## src/rtl/ofd_pkg.sv

```systemverilog
`default_nettype none
// ----------------------------------------------------------------------------
// ofd_pkg: shared types and constants of the orientation flip detector
// Register indexes, reset values, angle widths and the control word that
// drives the cells of the face-up time queue.
// ----------------------------------------------------------------------------
package ofd_pkg;

  localparam int unsigned CFG_IDX_BITS  = 8;
  localparam int unsigned CFG_DATA_BITS = 32;
  localparam int unsigned LIMIT_BITS    = 15;
  localparam int unsigned ANGLE_BITS    = 16;
  localparam int unsigned MAG_BITS      = ANGLE_BITS + 1;

  localparam logic [CFG_IDX_BITS-1:0] REG_SAMPLE_INTERVAL = 8'd0;
  localparam logic [CFG_IDX_BITS-1:0] REG_WINDOW_LENGTH   = 8'd1;
  localparam logic [CFG_IDX_BITS-1:0] REG_FLAT_LIMIT      = 8'd2;
  localparam logic [CFG_IDX_BITS-1:0] REG_FLIP_LIMIT      = 8'd3;

  localparam logic [CFG_DATA_BITS-1:0] SAMPLE_INTERVAL_RST = 32'd20000;
  localparam logic [CFG_DATA_BITS-1:0] WINDOW_LENGTH_RST   = 32'd2000000;
  localparam logic [LIMIT_BITS-1:0]    FLAT_LIMIT_RST      = 15'd2860;
  localparam logic [LIMIT_BITS-1:0]    FLIP_LIMIT_RST      = 15'd22876;

  // Broadcast to every queue cell in the same cycle
  typedef struct packed {
    logic pop;   // advance every entry one cell toward the head
    logic push;  // append the push time at the first free cell
  } cell_ctrl_t;

  // Magnitude of a signed Q3.13 angle; the most negative code maps to 32768
  function automatic logic [MAG_BITS-1:0] angle_mag(input logic [ANGLE_BITS-1:0] a);
    logic [MAG_BITS-1:0] ext;
    ext = {a[ANGLE_BITS-1], a};
    angle_mag = a[ANGLE_BITS-1] ? (MAG_BITS'(0) - ext) : ext;
  endfunction

endpackage
`default_nettype wire

```

## src/rtl/ofd_cell.sv

```systemverilog
`default_nettype none
// ----------------------------------------------------------------------------
// ofd_cell: one slot of the face-up time queue
// Holds one time and its valid bit. On a pop it takes its right neighbor's
// entry; on a push the first free cell loads the new time.
// ----------------------------------------------------------------------------
module ofd_cell import ofd_pkg::*; #(
  parameter int unsigned TIME_BITS = 48
) (
  input  wire logic                 clk_i,
  input  wire logic                 rst_ni,
  input  wire cell_ctrl_t           ctrl_i,
  input  wire logic [TIME_BITS-1:0] push_time_i,
  input  wire logic                 left_valid_i,
  input  wire logic                 right_valid_i,
  input  wire logic [TIME_BITS-1:0] right_time_i,
  output logic                      valid_o,
  output logic [TIME_BITS-1:0]      time_o
);

  logic                 valid_q, valid_d;
  logic [TIME_BITS-1:0] time_q, time_d;

  always_comb begin
    valid_d = valid_q;
    time_d  = time_q;
    if (ctrl_i.pop) begin
      valid_d = right_valid_i;
      time_d  = right_time_i;
      // full queue: the cell that becomes the tail after the shift takes the push
      if (ctrl_i.push && valid_q && !right_valid_i) begin
        valid_d = 1'b1;
        time_d  = push_time_i;
      end
    end else if (ctrl_i.push && !valid_q && left_valid_i) begin
      valid_d = 1'b1;
      time_d  = push_time_i;
    end
  end

  always_ff @(posedge clk_i or negedge rst_ni) begin
    if (!rst_ni) begin
      valid_q <= 1'b0;
    end else begin
      valid_q <= valid_d;
    end
  end

  always_ff @(posedge clk_i) begin
    time_q <= time_d;
  end

  assign valid_o = valid_q;
  assign time_o  = time_q;

endmodule
`default_nettype wire

```

## config.mk

```make
export PLATFORM = sky130hd
export DESIGN_NAME = ofd_cell
export DESIGN_NICKNAME = d
export VERILOG_FILES = /design/src/rtl/ofd_pkg.sv /design/src/rtl/ofd_cell.sv
export SDC_FILE = /design/constraint.sdc
export NUM_CORES = 1
export LEC_CHECK = 0
export CAP_MARGIN = 20
export CORE_MARGIN = 5
export CORE_UTILIZATION = 40
export DETAILED_ROUTE_END_ITERATION = 10
export DONT_BUFFER_PORTS = 1
export HOLD_SLACK_MARGIN = 0.06
export SYNTH_ARGS = -nofsm -noshare
export SYNTH_HDL_FRONTEND = slang
export SYNTH_SLANG_ARGS = --single-unit
```

## constraint.sdc

```tcl
create_clock -name clk_i -period 3.3 [get_ports clk_i]
set_input_delay 0.165 -clock clk_i [delete_from_list [all_inputs] [get_ports clk_i]]
set_output_delay 0.165 -clock clk_i [all_outputs]
set_load 0.01 [all_outputs]
```

* Yosys cells after proc, flatten, opt, wreduce, memory -nomap -nowiden
Index checks and enable logic that the tools add are counted.
Storage, ports and cells: register bits after elaboration 49, latch bits 0, RAM bits 0, memory bits (read-only) 0, input bits 102, output and inout bits 49, word-level logic and storage cells 15, memories kept 0
Operators by class: $add $sub $neg 0, multipliers 0, div/mod/pow operators 0, magnitude comparators 0, equal/unequal tests 0, shift-type cells 0, muxes and demuxes 6, bitwise operators 0, reduce and logical (&&, ||, !) cells 7
Operators by type and width (count):
- $mux 48 | 3
- $logic_and 1x1->1 | 4
- $mux 1 | 3
- $logic_not 1->1 | 2
- $reduce_bool 2->1 | 1

* Longest topological paths before layout
Gate-level depths: netlist of the first run.
depth in word-level cells 5, mapped depth 5

* Least setup slack after synthesis of the first run
Ideal clock, no wire load.
kind register to register, start point register valid_q (netlist: valid_o), end point register time_q[0] (netlist: time_o[0]) (enable), library setup time 0.464 ns, arrival 3.032 ns, required time 2.836 ns, slack -0.196 ns, stages on the path, launching flop included 4, buffers on the path 2, clock period less this slack 3.496 ns, cells stage by stage dfrtp_1 buf_2 clkbuf_1 o21bai_1
On the way: cells in the longest elaborated chain, start to end 4
RTL lines:
- start: declaration | RTL line ofd_cell.sv:21 | logic valid_q, valid_d;
- start signal: assignment | RTL line ofd_cell.sv:45 | valid_q <= valid_d;
- $logic_not 1->1 | RTL line ofd_cell.sv:35 | end else if (ctrl_i.push && !valid_q && left_valid_i) begin
- $logic_and 1x1->1 (2 in series) | RTL line ofd_cell.sv:35
- $reduce_bool 2->1 (no line)
- end signal: assignment | RTL line ofd_cell.sv:50 | time_q <= time_d;
- end: declaration | RTL line ofd_cell.sv:22 | logic [TIME_BITS-1:0] time_q, time_d;
Every way passes these cells. A chain may end at the register's enable or synchronous reset.

* Final worst setup path of the first run
start point register valid_q (netlist: valid_o), end point register time_q[21] (netlist: time_o[21]), data pin
On the way: cells in the longest elaborated chain, start to end 4
RTL lines:
- $logic_and 1x1->1 (2 in series) | RTL line ofd_cell.sv:31 | if (ctrl_i.push && valid_q && !right_valid_i) begin
- $mux 48 | RTL line ofd_cell.sv:31
- $mux 48 | RTL line ofd_cell.sv:27 | if (ctrl_i.pop) begin
- named net time_d[21] | RTL line ofd_cell.sv:22
The timed path passes the listed nets, and every way through them passes these cells.

==> results of run 1 <==
[worst max-delay path: stages, from the launching register on]
cell	delay, ns
sky130_fd_sc_hd__dfrtp_2	0.70
sky130_fd_sc_hd__and3b_4	0.80
sky130_fd_sc_hd__o211ai_1	0.20
[layer usage]
metal / up-vias / track usage, % / part of all wire [%]
met5: - / 0 / 0
met1: 1099 / 20.22 / 41
li1: 1035 / - / -
met4: 0 / 4.212 / 1.1
met3: 6 / 4.892 / 7.8
met2: 102 / 27.39 / 50
[synth_stat cells (3+ instances only)]
cell type / count
sky130_fd_sc_hd__buf_2: 8
sky130_fd_sc_hd__buf_6: 3
sky130_fd_sc_hd__clkbuf_1: 22
sky130_fd_sc_hd__edfxtp_1: 48
sky130_fd_sc_hd__nand2_1: 49
sky130_fd_sc_hd__nand2b_1: 48
sky130_fd_sc_hd__nand4b_1: 48
sky130_fd_sc_hd__o211ai_1: 28
sky130_fd_sc_hd__o211ai_2: 20
[state kept, by name (all words and copies together), names as in the netlist]
register / cells
time_o: 48
valid_o: 1
[logic make-up after synthesis]
family | count (synthesis)
simple gates | 146
compound gates | 52
buf+inv | 33
flops | 49
[area by class of cell]
type                            instances  area [sq um]  area share (%)
Tap cell                               99         123.9           3.795
Sequential cell                        49          1468           44.96
Timing Repair Buffer                   17         177.7           5.443
Clock inverter                          3         12.51          0.3833
Clock buffer                            5         68.82           2.108
Multi-Input combinational cell        198          1414           43.31
[worst paths after layout]
check	start	end	slack (ns)
max	valid_o	time_o[21]	1.27
max reg2reg	valid_o	time_o[21]	1.27
max in group asynchronous	rst_ni	valid_o	2.56
min	push_time_i[34]	time_o[34]	0.06
min reg2reg	valid_o	time_o[17]	1.04
min in group asynchronous	rst_ni	valid_o	0.62
[power by group]
part	internal (mW)	switching [mW]	total, mW	leakage, nW
clock	0.143	0.204	0.347	0.0430
combinational	0.0912	0.0885	0.180	0.524
sequential	0.762	0.0637	0.825	0.488
total	0.996	0.356	1.35	1.05
==> flow_results.xml, run 1 <==
<?xml version="1.0" encoding="UTF-8"?>
<metrics>
  <group name="outcome">
    <metric name="run_status" unit="">complete, no violations</metric>
  </group>
  <group name="sta">
    <metric name="setup_violations" unit="">0</metric>
    <metric name="finalCritPeriodShare" unit="%">61.48</metric>
    <metric name="rsz0062_at_grt" unit="">no</metric>
    <metric name="worst-slew-pin-transition" unit="ns">0.7840</metric>
    <metric name="hold_viol_final" unit="">0</metric>
    <metric name="fmax" unit="GHz">0.4929</metric>
    <metric name="slew_headroom" unit="%">47.73</metric>
    <metric name="setup_tns" unit="ns">0</metric>
    <metric name="final-max-slew-violation-count" unit="">0</metric>
    <metric name="fin_crit" unit="ns">2.029</metric>
    <metric name="holdWs" unit="ns">0.06421</metric>
    <metric name="worst_clock_skew" unit="ns">0.004997</metric>
    <metric name="post-route-worst-setup-slack" unit="ns">1.271</metric>
  </group>
  <group name="job">
    <metric name="max_cap_violations" unit="">0</metric>
  </group>
  <group name="floorplan">
    <metric name="die_h" unit="um">96.97</metric>
    <metric name="core_region_area" unit="sq um">7292</metric>
    <metric name="die_x" unit="um">96.97</metric>
    <metric name="fp.dieArea" unit="sq um">9403</metric>
    <metric name="boundaryPins" unit="">151</metric>
    <metric name="initial_utilization" unit="%">41.49</metric>
    <metric name="floorplan.rows" unit="">31</metric>
  </group>
  <group name="logic_synthesis">
    <metric name="postSynthRegisterBits" unit="">49</metric>
    <metric name="dominantRegCellSynth" unit="">sky130_fd_sc_hd__edfxtp_1</metric>
    <metric name="synth_cell_types" unit="">15</metric>
    <metric name="post_synth_fa_ha_maj_area_fraction" unit="%">0</metric>
    <metric name="yosys.area_share.simple" unit="%">30.31</metric>
    <metric name="syn-mean-instance-area" unit="sq um">10.81</metric>
    <metric name="synth_top_cell_area_share" unit="%">47.64</metric>
    <metric name="asyncSetResetFlopFracSynth" unit="%">2.041</metric>
    <metric name="synthesis.yosys.warnings" unit="">0</metric>
    <metric name="synth.yosys.seq_area_share" unit="%">48.47</metric>
    <metric name="synth_compound_gate_area_share" unit="%">16.05</metric>
    <metric name="synthCells" unit="">280</metric>
    <metric name="synth_top_family_by_area" unit="">simple AND/OR/NAND/NOR gates</metric>
    <metric name="muxShareOfSynthArea" unit="%">0</metric>
    <metric name="synth_enable_flop_cells" unit="">48</metric>
    <metric name="leading_post_synthesis_cells_by_cell_area" unit="">sky130_fd_sc_hd__edfxtp_1 48%, sky130_fd_sc_hd__nand4b_1 14%, sky130_fd_sc_hd__nand2b_1 9.9%</metric>
    <metric name="synth.largest_area_cell" unit="">sky130_fd_sc_hd__edfxtp_1</metric>
    <metric name="synth_xor_area_share" unit="%">0</metric>
    <metric name="netlist_area_pre_place" unit="sq um">3025</metric>
    <metric name="synth_nets" unit="">382</metric>
  </group>
  <group name="placement">
    <metric name="pre_cts_ws" unit="ns">1.264</metric>
    <metric name="place_area" unit="sq um">3033</metric>
    <metric name="numPlacedInstances" unit="">348</metric>
    <metric name="dp.final_hpwl" unit="mm">4.947</metric>
    <metric name="placement.io_buffers" unit="">0</metric>
    <metric name="routabilityCongestion" unit="">0.7772</metric>
  </group>
  <group name="min_path">
    <metric name="worstHoldPathType" unit="">in -&gt; reg</metric>
    <metric name="worst_hold_path.num_cells" unit="">2</metric>
  </group>
  <group name="cts">
    <metric name="clock_insertion_delay_worst_skew" unit="ns">0.30</metric>
    <metric name="cts_hold_fix_bufs" unit="">12</metric>
    <metric name="postCtsSetupRepairBufs" unit="">0</metric>
    <metric name="h-tree-depth" unit="">2</metric>
    <metric name="tritoncts" unit="">done</metric>
    <metric name="sinks_on_clock_net" unit="">49</metric>
    <metric name="clock_path_buffers" unit="">2</metric>
    <metric name="cts_resized" unit="">0</metric>
    <metric name="cts_made_buffers" unit="">5</metric>
    <metric name="clk_pin_slew_worst_paths" unit="ns">0.09</metric>
    <metric name="root_buffer" unit="">sky130_fd_sc_hd__clkbuf_8</metric>
  </group>
  <group name="layout">
    <metric name="n_antenna_cell" unit="">0</metric>
    <metric name="postLayoutCoreUtil" unit="%">44.77</metric>
    <metric name="post_route_cells_drive_above_1_share" unit="%">11.40</metric>
    <metric name="synthToLayoutAreaGrowth" unit="%">7.899</metric>
    <metric name="filler_cell_count" unit="">705</metric>
    <metric name="layoutNonFillerInstCount" unit="">371</metric>
    <metric name="final_cell_mix" unit="">49 x sky130_fd_sc_hd__nand2_1, 48 x sky130_fd_sc_hd__nand4b_1, 48 x sky130_fd_sc_hd__nand2b_1, 48 x sky130_fd_sc_hd__edfxtp_1, 28 x sky130_fd_sc_hd__o211ai_1</metric>
    <metric name="final_common_cell" unit="">sky130_fd_sc_hd__nand2_1</metric>
    <metric name="final_net_count" unit="">373</metric>
    <metric name="design_area" unit="sq um">3264</metric>
  </group>
  <group name="global_routing">
    <metric name="pin_count_of_the_biggest_net_entering_global_routing" unit="">99</metric>
    <metric name="number_of_global_route_vias_before_repair" unit="">2222</metric>
    <metric name="global_route.usage.total" unit="%">16.24</metric>
    <metric name="antenna_found_initial" unit="">0</metric>
    <metric name="global_route.overflow_total" unit="">0</metric>
    <metric name="wire_length_of_the_first_global_routing_pass" unit="mm">12.49</metric>
  </group>
  <group name="route">
    <metric name="drt-pass1-iter-count" unit="">6</metric>
    <metric name="vias_per_cell" unit="">6.043</metric>
    <metric name="vias" unit="">2242</metric>
    <metric name="detail_route.wl_per_cell" unit="um">21.15</metric>
    <metric name="drc" unit="">0</metric>
    <metric name="postRouteAntennaNets" unit="">0</metric>
    <metric name="drt_wl_total" unit="mm">7.845</metric>
    <metric name="starting_drc_count_in_detailed_routing" unit="">163</metric>
  </group>
  <group name="worst_setup_path">
    <metric name="reg2reg_depth" unit="">2</metric>
    <metric name="critPathCaptureType" unit="">flop</metric>
    <metric name="worst_setup_path_class" unit="">reg -&gt; reg</metric>
    <metric name="critical_path.max_fanout" unit="">48</metric>
    <metric name="critPathRequiredTime" unit="ns">3.32</metric>
    <metric name="critical_path.startpoint_type" unit="">flop</metric>
    <metric name="timing.critical_path.arrival" unit="ns">2.05</metric>
  </group>
  <group name="power">
    <metric name="power_per_cell_area" unit="nW/um^2">414.2</metric>
    <metric name="leakagePower" unit="nW">1.055</metric>
    <metric name="peakVddDrop" unit="mV">0.1684</metric>
    <metric name="totalPowerFinal" unit="mW">1.352</metric>
  </group>
</metrics>
No activity file was read; power rests on OpenSTA's default activity.
==> inputs of run 2 (changes only) <==
- clock period: 3.3 -> 1.83 ns (I/O delays scaled with it)
==> run 2 against run 1 <==
Cell count grew 14%. Utilization grew 7.3 points. Register-to-register slack lost 1.2 ns. Global-route usage grew 0.96 points. Worst setup slack lost 1.2 ns. Wire length grew 6.6%. Clock skew grew 0.0016 ns. Design area grew 16%. Maximum frequency grew 18%. Sequential share of layout area shrank 6.3 points. Hold slack gained 0.0066 ns. Die area is the same.
==> flow_results.xml, run 2 (same netlist as run 1, synthesis figures left out) <==
<?xml version="1.0" encoding="UTF-8"?>
<metrics>
  <group name="sta">
    <metric name="setup_violations" unit="">0</metric>
    <metric name="fin_crit" unit="ns">1.716</metric>
    <metric name="fmax" unit="GHz">0.5827</metric>
    <metric name="final-max-slew-violation-count" unit="">0</metric>
    <metric name="hold_viol_final" unit="">0</metric>
    <metric name="finalCritPeriodShare" unit="%">93.78</metric>
    <metric name="holdWs" unit="ns">0.07078</metric>
    <metric name="rsz0062_at_grt" unit="">no</metric>
    <metric name="setup_tns" unit="ns">0</metric>
    <metric name="worst_clock_skew" unit="ns">0.006569</metric>
    <metric name="worst-slew-pin-transition" unit="ns">0.3486</metric>
    <metric name="slew_headroom" unit="%">76.69</metric>
  </group>
  <group name="worst_setup_path">
    <metric name="crit-reg2reg-launch" unit="">valid_o</metric>
    <metric name="critical_path.max_fanout" unit="">16</metric>
    <metric name="critical_path.startpoint_type" unit="">flop</metric>
    <metric name="critPathCaptureType" unit="">flop</metric>
    <metric name="rr_endpoint" unit="">valid_o</metric>
    <metric name="flop_to_flop_setup_slack" unit="ns">0.11</metric>
    <metric name="critical_path_cell_list" unit="">buf_4 &gt; a22oi_1 &gt; o21ai_0 &gt; dlygate4sd3_1</metric>
    <metric name="critPathRequiredTime" unit="ns">2.01</metric>
    <metric name="largest_stage_delay_worst_path" unit="ns">0.57</metric>
    <metric name="reg2reg_depth" unit="">4</metric>
    <metric name="timing.critical_path.arrival" unit="ns">1.90</metric>
    <metric name="worst_setup_path_class" unit="">reg -&gt; reg</metric>
    <metric name="timing.critical_path.slowest_stage_cell" unit="">sky130_fd_sc_hd__dlygate4sd3_1</metric>
  </group>
  <group name="cts">
    <metric name="clk_pin_slew_worst_paths" unit="ns">0.09</metric>
    <metric name="cts_resized" unit="">0</metric>
    <metric name="root_buffer" unit="">sky130_fd_sc_hd__clkbuf_8</metric>
    <metric name="clock_insertion_delay_worst_skew" unit="ns">0.29</metric>
    <metric name="postCtsSetupRepairBufs" unit="">0</metric>
    <metric name="clock_path_buffers" unit="">2</metric>
    <metric name="cts_made_buffers" unit="">5</metric>
    <metric name="h-tree-depth" unit="">2</metric>
    <metric name="cts_hold_fix_bufs" unit="">61</metric>
    <metric name="tritoncts" unit="">done</metric>
    <metric name="sinks_on_clock_net" unit="">49</metric>
  </group>
  <group name="global_routing">
    <metric name="number_of_global_route_vias_before_repair" unit="">2499</metric>
    <metric name="pin_count_of_the_biggest_net_entering_global_routing" unit="">93</metric>
    <metric name="grtUsageMet1" unit="%">20.50</metric>
    <metric name="antenna_found_initial" unit="">0</metric>
    <metric name="grt_util_met2" unit="%">29.78</metric>
    <metric name="grt-busiest-layer" unit="">met2</metric>
    <metric name="global_route.usage.total" unit="%">17.20</metric>
    <metric name="global_route.overflow_total" unit="">0</metric>
    <metric name="gr-usage-met3" unit="%">6.331</metric>
    <metric name="wire_length_of_the_first_global_routing_pass" unit="mm">13.33</metric>
  </group>
  <group name="route">
    <metric name="drt-pass1-iter-count" unit="">4</metric>
    <metric name="detail_route.wl_per_cell" unit="um">19.77</metric>
    <metric name="starting_drc_count_in_detailed_routing" unit="">149</metric>
    <metric name="vias_per_cell" unit="">5.768</metric>
    <metric name="vias" unit="">2440</metric>
    <metric name="drt_wl_total" unit="mm">8.363</metric>
    <metric name="postRouteAntennaNets" unit="">0</metric>
    <metric name="drc" unit="">0</metric>
  </group>
  <group name="job">
    <metric name="max_cap_violations" unit="">0</metric>
  </group>
  <group name="layout">
    <metric name="postLayoutCoreUtil" unit="%">52.09</metric>
    <metric name="synthToLayoutAreaGrowth" unit="%">25.56</metric>
    <metric name="filler_cell_count" unit="">672</metric>
    <metric name="layoutNonFillerInstCount" unit="">423</metric>
    <metric name="post_route_cells_drive_above_1_share" unit="%">10.49</metric>
    <metric name="final_net_count" unit="">425</metric>
    <metric name="largest_register_ffs" unit="">48</metric>
    <metric name="final_common_cell" unit="">sky130_fd_sc_hd__dlygate4sd3_1</metric>
    <metric name="final_cell_mix" unit="">64 x sky130_fd_sc_hd__dlygate4sd3_1, 49 x sky130_fd_sc_hd__nand2_1, 48 x sky130_fd_sc_hd__nand4b_1, 48 x sky130_fd_sc_hd__nand2b_1, 48 x sky130_fd_sc_hd__edfxtp_1</metric>
    <metric name="design_area" unit="sq um">3799</metric>
    <metric name="n_antenna_cell" unit="">0</metric>
  </group>
  <group name="placement">
    <metric name="placement.io_buffers" unit="">0</metric>
    <metric name="routabilityCongestion" unit="">0.7460</metric>
    <metric name="numPlacedInstances" unit="">351</metric>
    <metric name="dp.final_hpwl" unit="mm">5.018</metric>
    <metric name="place_area" unit="sq um">3068</metric>
  </group>
  <group name="power">
    <metric name="leakagePower" unit="nW">1.280</metric>
    <metric name="power_per_cell_area" unit="nW/um^2">678.4</metric>
    <metric name="peakVddDrop" unit="mV">0.2911</metric>
  </group>
  <group name="min_path">
    <metric name="worstHoldPathType" unit="">in -&gt; reg</metric>
    <metric name="worst_hold_startpoint" unit="">right_time_i[34]</metric>
    <metric name="hold_end" unit="">time_o[34]</metric>
    <metric name="worst_hold_path.num_cells" unit="">2</metric>
  </group>
  <group name="floorplan">
    <metric name="boundaryPins" unit="">151</metric>
    <metric name="fp.dieArea" unit="sq um">9403</metric>
    <metric name="die_x" unit="um">96.97</metric>
    <metric name="floorplan.rows" unit="">31</metric>
    <metric name="core_region_area" unit="sq um">7292</metric>
    <metric name="die_h" unit="um">96.97</metric>
    <metric name="initial_utilization" unit="%">41.49</metric>
  </group>
  <group name="outcome">
    <metric name="run_status" unit="">complete, no violations</metric>
  </group>
</metrics>
==> run 2: cell types whose count changed in the layout (fill, tap and decap cells not counted) <==
cell	change
sky130_fd_sc_hd__clkbuf_8	+1
sky130_fd_sc_hd__buf_4	+2
sky130_fd_sc_hd__clkbuf_1	+2
sky130_fd_sc_hd__dlygate4sd3_1	+49
sky130_fd_sc_hd__buf_12	+1
sky130_fd_sc_hd__clkinv_1	-2
sky130_fd_sc_hd__clkinv_2	-1
==> run 2: critical path: cells and delay by family (launching register included) <==
family	cells	cell delay (ns)
compound gates	2	0.22
buf+inv	2	0.82
flops	1	0.55
==> run 2: how the worst max path moves through the flow <==
stage | startpoint | end | cells past startpoint
floorplan | valid_o | time_o[0] | 3
global placement | valid_o | time_o[13] | 3
detailed placement | valid_o | time_o[23] | 3
CTS | valid_o | valid_o | 4
global route | valid_o | valid_o | 4
finish | valid_o | valid_o | 4
==> run 2: layout make-up <==
class | instances | area, sq um | share of cell area [%]
Sequential cell | 49 | 1468 | 38.64
Multi-Input combinational cell | 198 | 1414 | 37.22
Clock buffer | 8 | 90.09 | 2.372
Tap cell | 99 | 123.9 | 3.261
Timing Repair Buffer | 69 | 703.2 | 18.51
==> run 2: metrics by stage <==
step | power (mW) | worst slack (ns)
5_1_grt | 2.690 | 0.003088
6_report | 2.577 | 0.1139
3_3_place_gp | 1.819 | 0.3898
2_1_floorplan | 1.802 | -0.02165
4_1_cts | 2.610 | 0.1042
3_5_place_dp | 1.831 | 0.3477
==> run 2: power by group <==
part / total (mW) / internal (mW) / switching (mW)
combinational: 0.439 / 0.244 / 0.195
sequential: 1.48 / 1.37 / 0.111
clock: 0.653 / 0.309 / 0.344
total: 2.58 / 1.93 / 0.650
==> run 2: metal layers <==
metal	up-vias	routed length [um]
li1	1142	-
met3	6	656
met1	1184	3333
met4	0	54
met2	108	4318
met5	-	0
==> inputs of run 3 (changes only) <==
- ABC_AREA: not set -> 1
- ABC_CLOCK_PERIOD_IN_PS: not set -> 1830
==> run 3 against run 2 <==
Clock skew increased by 0.0062 ns. Die area shrank 24%. Total power decreased by 0.71%. Count of clock-buffer cells in the layout fell by 3. Critical endpoint is now time_o[38]. Clock power shrank 8.4%. Critical path type unchanged. Utilization grew 12 points.
==> flow_results.xml, run 3 <==
<?xml version="1.0" encoding="UTF-8"?>
<metrics>
  <group name="outcome">
    <metric name="run_status" unit="">complete, no violations</metric>
  </group>
  <group name="sta">
    <metric name="fmax" unit="GHz">0.5546</metric>
    <metric name="worst_clock_skew" unit="ns">0.01275</metric>
    <metric name="slew_headroom" unit="%">85.28</metric>
    <metric name="setup_tns" unit="ns">0</metric>
    <metric name="final-max-slew-violation-count" unit="">0</metric>
    <metric name="hold_viol_final" unit="">0</metric>
    <metric name="setup_violations" unit="">0</metric>
    <metric name="post-route-worst-setup-slack" unit="ns">0.02681</metric>
    <metric name="worst-slew-pin-transition" unit="ns">0.2208</metric>
    <metric name="finalCritPeriodShare" unit="%">98.53</metric>
    <metric name="rsz0062_at_grt" unit="">yes</metric>
    <metric name="fin_crit" unit="ns">1.803</metric>
  </group>
  <group name="layout">
    <metric name="post_route_cells_drive_above_1_share" unit="%">8.125</metric>
    <metric name="final_cell_mix" unit="">96 x sky130_fd_sc_hd__nand2_1, 89 x sky130_fd_sc_hd__dlygate4sd3_1, 50 x sky130_fd_sc_hd__nand3_1</metric>
    <metric name="synthToLayoutAreaGrowth" unit="%">58.18</metric>
    <metric name="postLayoutCoreUtil" unit="%">64.48</metric>
    <metric name="n_antenna_cell" unit="">0</metric>
    <metric name="final_net_count" unit="">422</metric>
    <metric name="largest_register_ffs" unit="">48</metric>
    <metric name="final_common_cell" unit="">sky130_fd_sc_hd__nand2_1</metric>
    <metric name="design_area" unit="sq um">3507</metric>
    <metric name="filler_cell_count" unit="">413</metric>
  </group>
  <group name="cts">
    <metric name="clock_path_buffers" unit="">2</metric>
    <metric name="sinks_on_clock_net" unit="">49</metric>
    <metric name="cts_made_buffers" unit="">5</metric>
    <metric name="clock_insertion_delay_worst_skew" unit="ns">0.29</metric>
    <metric name="clk_pin_slew_worst_paths" unit="ns">0.09</metric>
    <metric name="h-tree-depth" unit="">2</metric>
    <metric name="tritoncts" unit="">done</metric>
    <metric name="root_buffer" unit="">sky130_fd_sc_hd__clkbuf_8</metric>
  </group>
  <group name="floorplan">
    <metric name="die_h" unit="um">84.45</metric>
    <metric name="floorplan.rows" unit="">27</metric>
    <metric name="boundaryPins" unit="">151</metric>
    <metric name="die_x" unit="um">84.45</metric>
    <metric name="core_region_area" unit="sq um">5439</metric>
    <metric name="initial_utilization" unit="%">40.76</metric>
    <metric name="fp.dieArea" unit="sq um">7132</metric>
  </group>
  <group name="logic_synthesis">
    <metric name="synthesis.yosys.warnings" unit="">0</metric>
    <metric name="synth_cell_types" unit="">11</metric>
    <metric name="netlist_area_pre_place" unit="sq um">2217</metric>
    <metric name="asyncSetResetFlopFracSynth" unit="%">2.041</metric>
    <metric name="postSynthRegisterBits" unit="">49</metric>
    <metric name="synth.largest_area_cell" unit="">sky130_fd_sc_hd__edfxtp_1</metric>
    <metric name="dominantRegCellSynth" unit="">sky130_fd_sc_hd__edfxtp_1</metric>
    <metric name="synth_top_cell_area_share" unit="%">65.01</metric>
    <metric name="syn-mean-instance-area" unit="sq um">10.03</metric>
    <metric name="synth.yosys.seq_area_share" unit="%">66.14</metric>
    <metric name="synth.most_common_cell" unit="">sky130_fd_sc_hd__nand2_1</metric>
    <metric name="leading_post_synthesis_cells_by_cell_area" unit="">sky130_fd_sc_hd__edfxtp_1 65%, sky130_fd_sc_hd__nand2_1 17%, sky130_fd_sc_hd__nand3_1 11%</metric>
    <metric name="synth_enable_flop_cells" unit="">48</metric>
    <metric name="synth_commonest_cells" unit="">102 x sky130_fd_sc_hd__nand2_1, 50 x sky130_fd_sc_hd__nand3_1, 48 x sky130_fd_sc_hd__edfxtp_1</metric>
    <metric name="synthCells" unit="">221</metric>
    <metric name="synth_nets" unit="">323</metric>
  </group>
  <group name="power">
    <metric name="total_switching_power" unit="mW">0.6495</metric>
    <metric name="leakagePower" unit="nW">1.567</metric>
    <metric name="netSwitchingFraction" unit="%">25.38</metric>
    <metric name="power.combinational.fraction" unit="%">19.3</metric>
    <metric name="share_seq_of_total_power" unit="%">57.4</metric>
    <metric name="clockPowerShare" unit="%">23.4</metric>
    <metric name="internal_power" unit="mW">1.909</metric>
    <metric name="totalPowerFinal" unit="mW">2.559</metric>
    <metric name="power_per_cell_area" unit="nW/um^2">729.6</metric>
    <metric name="peakVddDrop" unit="mV">0.3872</metric>
  </group>
  <group name="placement">
    <metric name="place_area" unit="sq um">2263</metric>
    <metric name="routabilityCongestion" unit="">0.7443</metric>
    <metric name="pre_cts_ws" unit="ns">0.5393</metric>
    <metric name="placement.io_buffers" unit="">0</metric>
    <metric name="dp.final_hpwl" unit="mm">3.733</metric>
  </group>
  <group name="min_path">
    <metric name="hold_end" unit="">time_o[32]</metric>
    <metric name="worst_hold_path.num_cells" unit="">2</metric>
    <metric name="worstHoldPathType" unit="">in -&gt; reg</metric>
    <metric name="worst_hold_startpoint" unit="">right_time_i[32]</metric>
  </group>
  <group name="route">
    <metric name="drc" unit="">0</metric>
    <metric name="vias_per_cell" unit="">5.245</metric>
    <metric name="vias" unit="">2056</metric>
    <metric name="drt_wl_total" unit="mm">7.034</metric>
    <metric name="drt-pass1-iter-count" unit="">5</metric>
    <metric name="detail_route.wl_per_cell" unit="um">17.94</metric>
    <metric name="postRouteAntennaNets" unit="">0</metric>
    <metric name="starting_drc_count_in_detailed_routing" unit="">114</metric>
  </group>
  <group name="global_routing">
    <metric name="antenna_found_initial" unit="">0</metric>
    <metric name="number_of_global_route_vias_before_repair" unit="">2019</metric>
    <metric name="wire_length_of_the_first_global_routing_pass" unit="mm">10.34</metric>
    <metric name="pin_count_of_the_biggest_net_entering_global_routing" unit="">51</metric>
    <metric name="global_route.usage.total" unit="%">18.48</metric>
    <metric name="global_route.overflow_total" unit="">0</metric>
  </group>
  <group name="worst_setup_path">
    <metric name="rr_endpoint" unit="">time_o[38]</metric>
    <metric name="critical_path.startpoint_type" unit="">flop</metric>
    <metric name="critical_path.max_fanout" unit="">13</metric>
    <metric name="critPathRequiredTime" unit="ns">1.88</metric>
    <metric name="crit-reg2reg-launch" unit="">valid_o</metric>
    <metric name="flop_to_flop_setup_slack" unit="ns">0.03</metric>
    <metric name="timing.critical_path.arrival" unit="ns">1.85</metric>
    <metric name="critPathCaptureType" unit="">flop</metric>
    <metric name="worst_setup_path_class" unit="">reg -&gt; reg</metric>
    <metric name="reg2reg_depth" unit="">6</metric>
  </group>
  <group name="job">
    <metric name="max_cap_violations" unit="">0</metric>
  </group>
</metrics>
==> run 3: cell types whose count changed in the layout (fill, tap and decap cells not counted), moves of 2 or more <==
cell and change:
sky130_fd_sc_hd__nand2b_1 -48, sky130_fd_sc_hd__o211ai_2 -20, sky130_fd_sc_hd__clkbuf_1 -2, sky130_fd_sc_hd__dlymetal6s4s_1 +7, sky130_fd_sc_hd__nand4b_1 -48, sky130_fd_sc_hd__buf_12 +2
sky130_fd_sc_hd__inv_1 +3, sky130_fd_sc_hd__clkbuf_16 +3, sky130_fd_sc_hd__o211ai_1 -28, sky130_fd_sc_hd__nand2_1 +47, sky130_fd_sc_hd__buf_6 +2, sky130_fd_sc_hd__dlygate4sd3_1 +25
sky130_fd_sc_hd__nand2_2 +5, sky130_fd_sc_hd__nand3_1 +50
==> run 3: kinds of logic (layout without fill, tap and decap cells) <==
family,Yosys count,after routing,share of synthesized area (%)
buf+inv,19,118,4.853
flops,49,49,66.14
simple gates,153,153,29.01
==> run 3: power groups by stage <==
stage / sequential (mW) / clock, mW / combinational [mW]
floorplan: 1.47 / 0 / 0.180
global placement: 1.49 / 0 / 0.193
detailed placement: 1.49 / 0 / 0.202
CTS: 1.47 / 0.621 / 0.425
global route: 1.48 / 0.662 / 0.542
finish: 1.47 / 0.598 / 0.493
==> run 3: what timing repair did <==
item | CTS | global route
endpoints found under the setup margin | 0 | 31
hold buffers | 100 | 0
endpoints found under the hold margin | 50 | 0
resized for setup | 0 | 24
buffers inserted | 0 | 3
==> run 3: worst max path at each step <==
stage	startpoint	end	slack, ns
6_report	valid_o	time_o[38]	0.03
5_1_grt	valid_o	time_o[38]	-0.02
4_1_cts	valid_o	time_o[15]	0.01
3_5_place_dp	valid_o	time_o[34]	0.54
3_3_place_gp	valid_o	time_o[34]	0.55
2_1_floorplan	valid_o	time_o[0]	0.26
==> run 3: layout make-up <==
type                            instances  area [sq um]  area share (%)
Multi-Input combinational cell        153         679.4           19.37
Clock inverter                          2         11.26          0.3211
Inverter                                3         11.26          0.3211
Tap cell                               72         90.09           2.569
Timing Repair Buffer                  108          1179           33.61
Clock buffer                            5         68.82           1.962
Sequential cell                        49          1468           41.85
==> run 3: per-stage QoR <==
step | hold WS, ns | instances
2_1_floorplan | -0.2041 | 221
3_5_place_dp | -0.2040 | 282
4_1_cts | 0.2527 | 389
6_report | 0.01884 | 392
3_3_place_gp | -0.2040 | 282
5_1_grt | 0.06389 | 392
==> run 3: worst max-delay path, cell delays in order (launching register included) <==
cell,delay (ns)
sky130_fd_sc_hd__dfrtp_2,0.47
sky130_fd_sc_hd__nand3_4,0.16
sky130_fd_sc_hd__nand2_8,0.09
sky130_fd_sc_hd__buf_12,0.15
sky130_fd_sc_hd__nand2_2,0.06
sky130_fd_sc_hd__nand2_1,0.06
sky130_fd_sc_hd__dlygate4sd3_1,0.56
==> run 3: layer usage <==
metal | wire, um | vias up | global-route usage (%) | part of all wire, %
li1 | - | 942 | - | -
met1 | 2449 | 957 | 19.97 | 35
met2 | 3778 | 145 | 33.57 | 54
met3 | 667 | 12 | 6.281 | 9.5
met4 | 138 | 0 | 6.475 | 2.0
met5 | 0 | - | 0 | 0
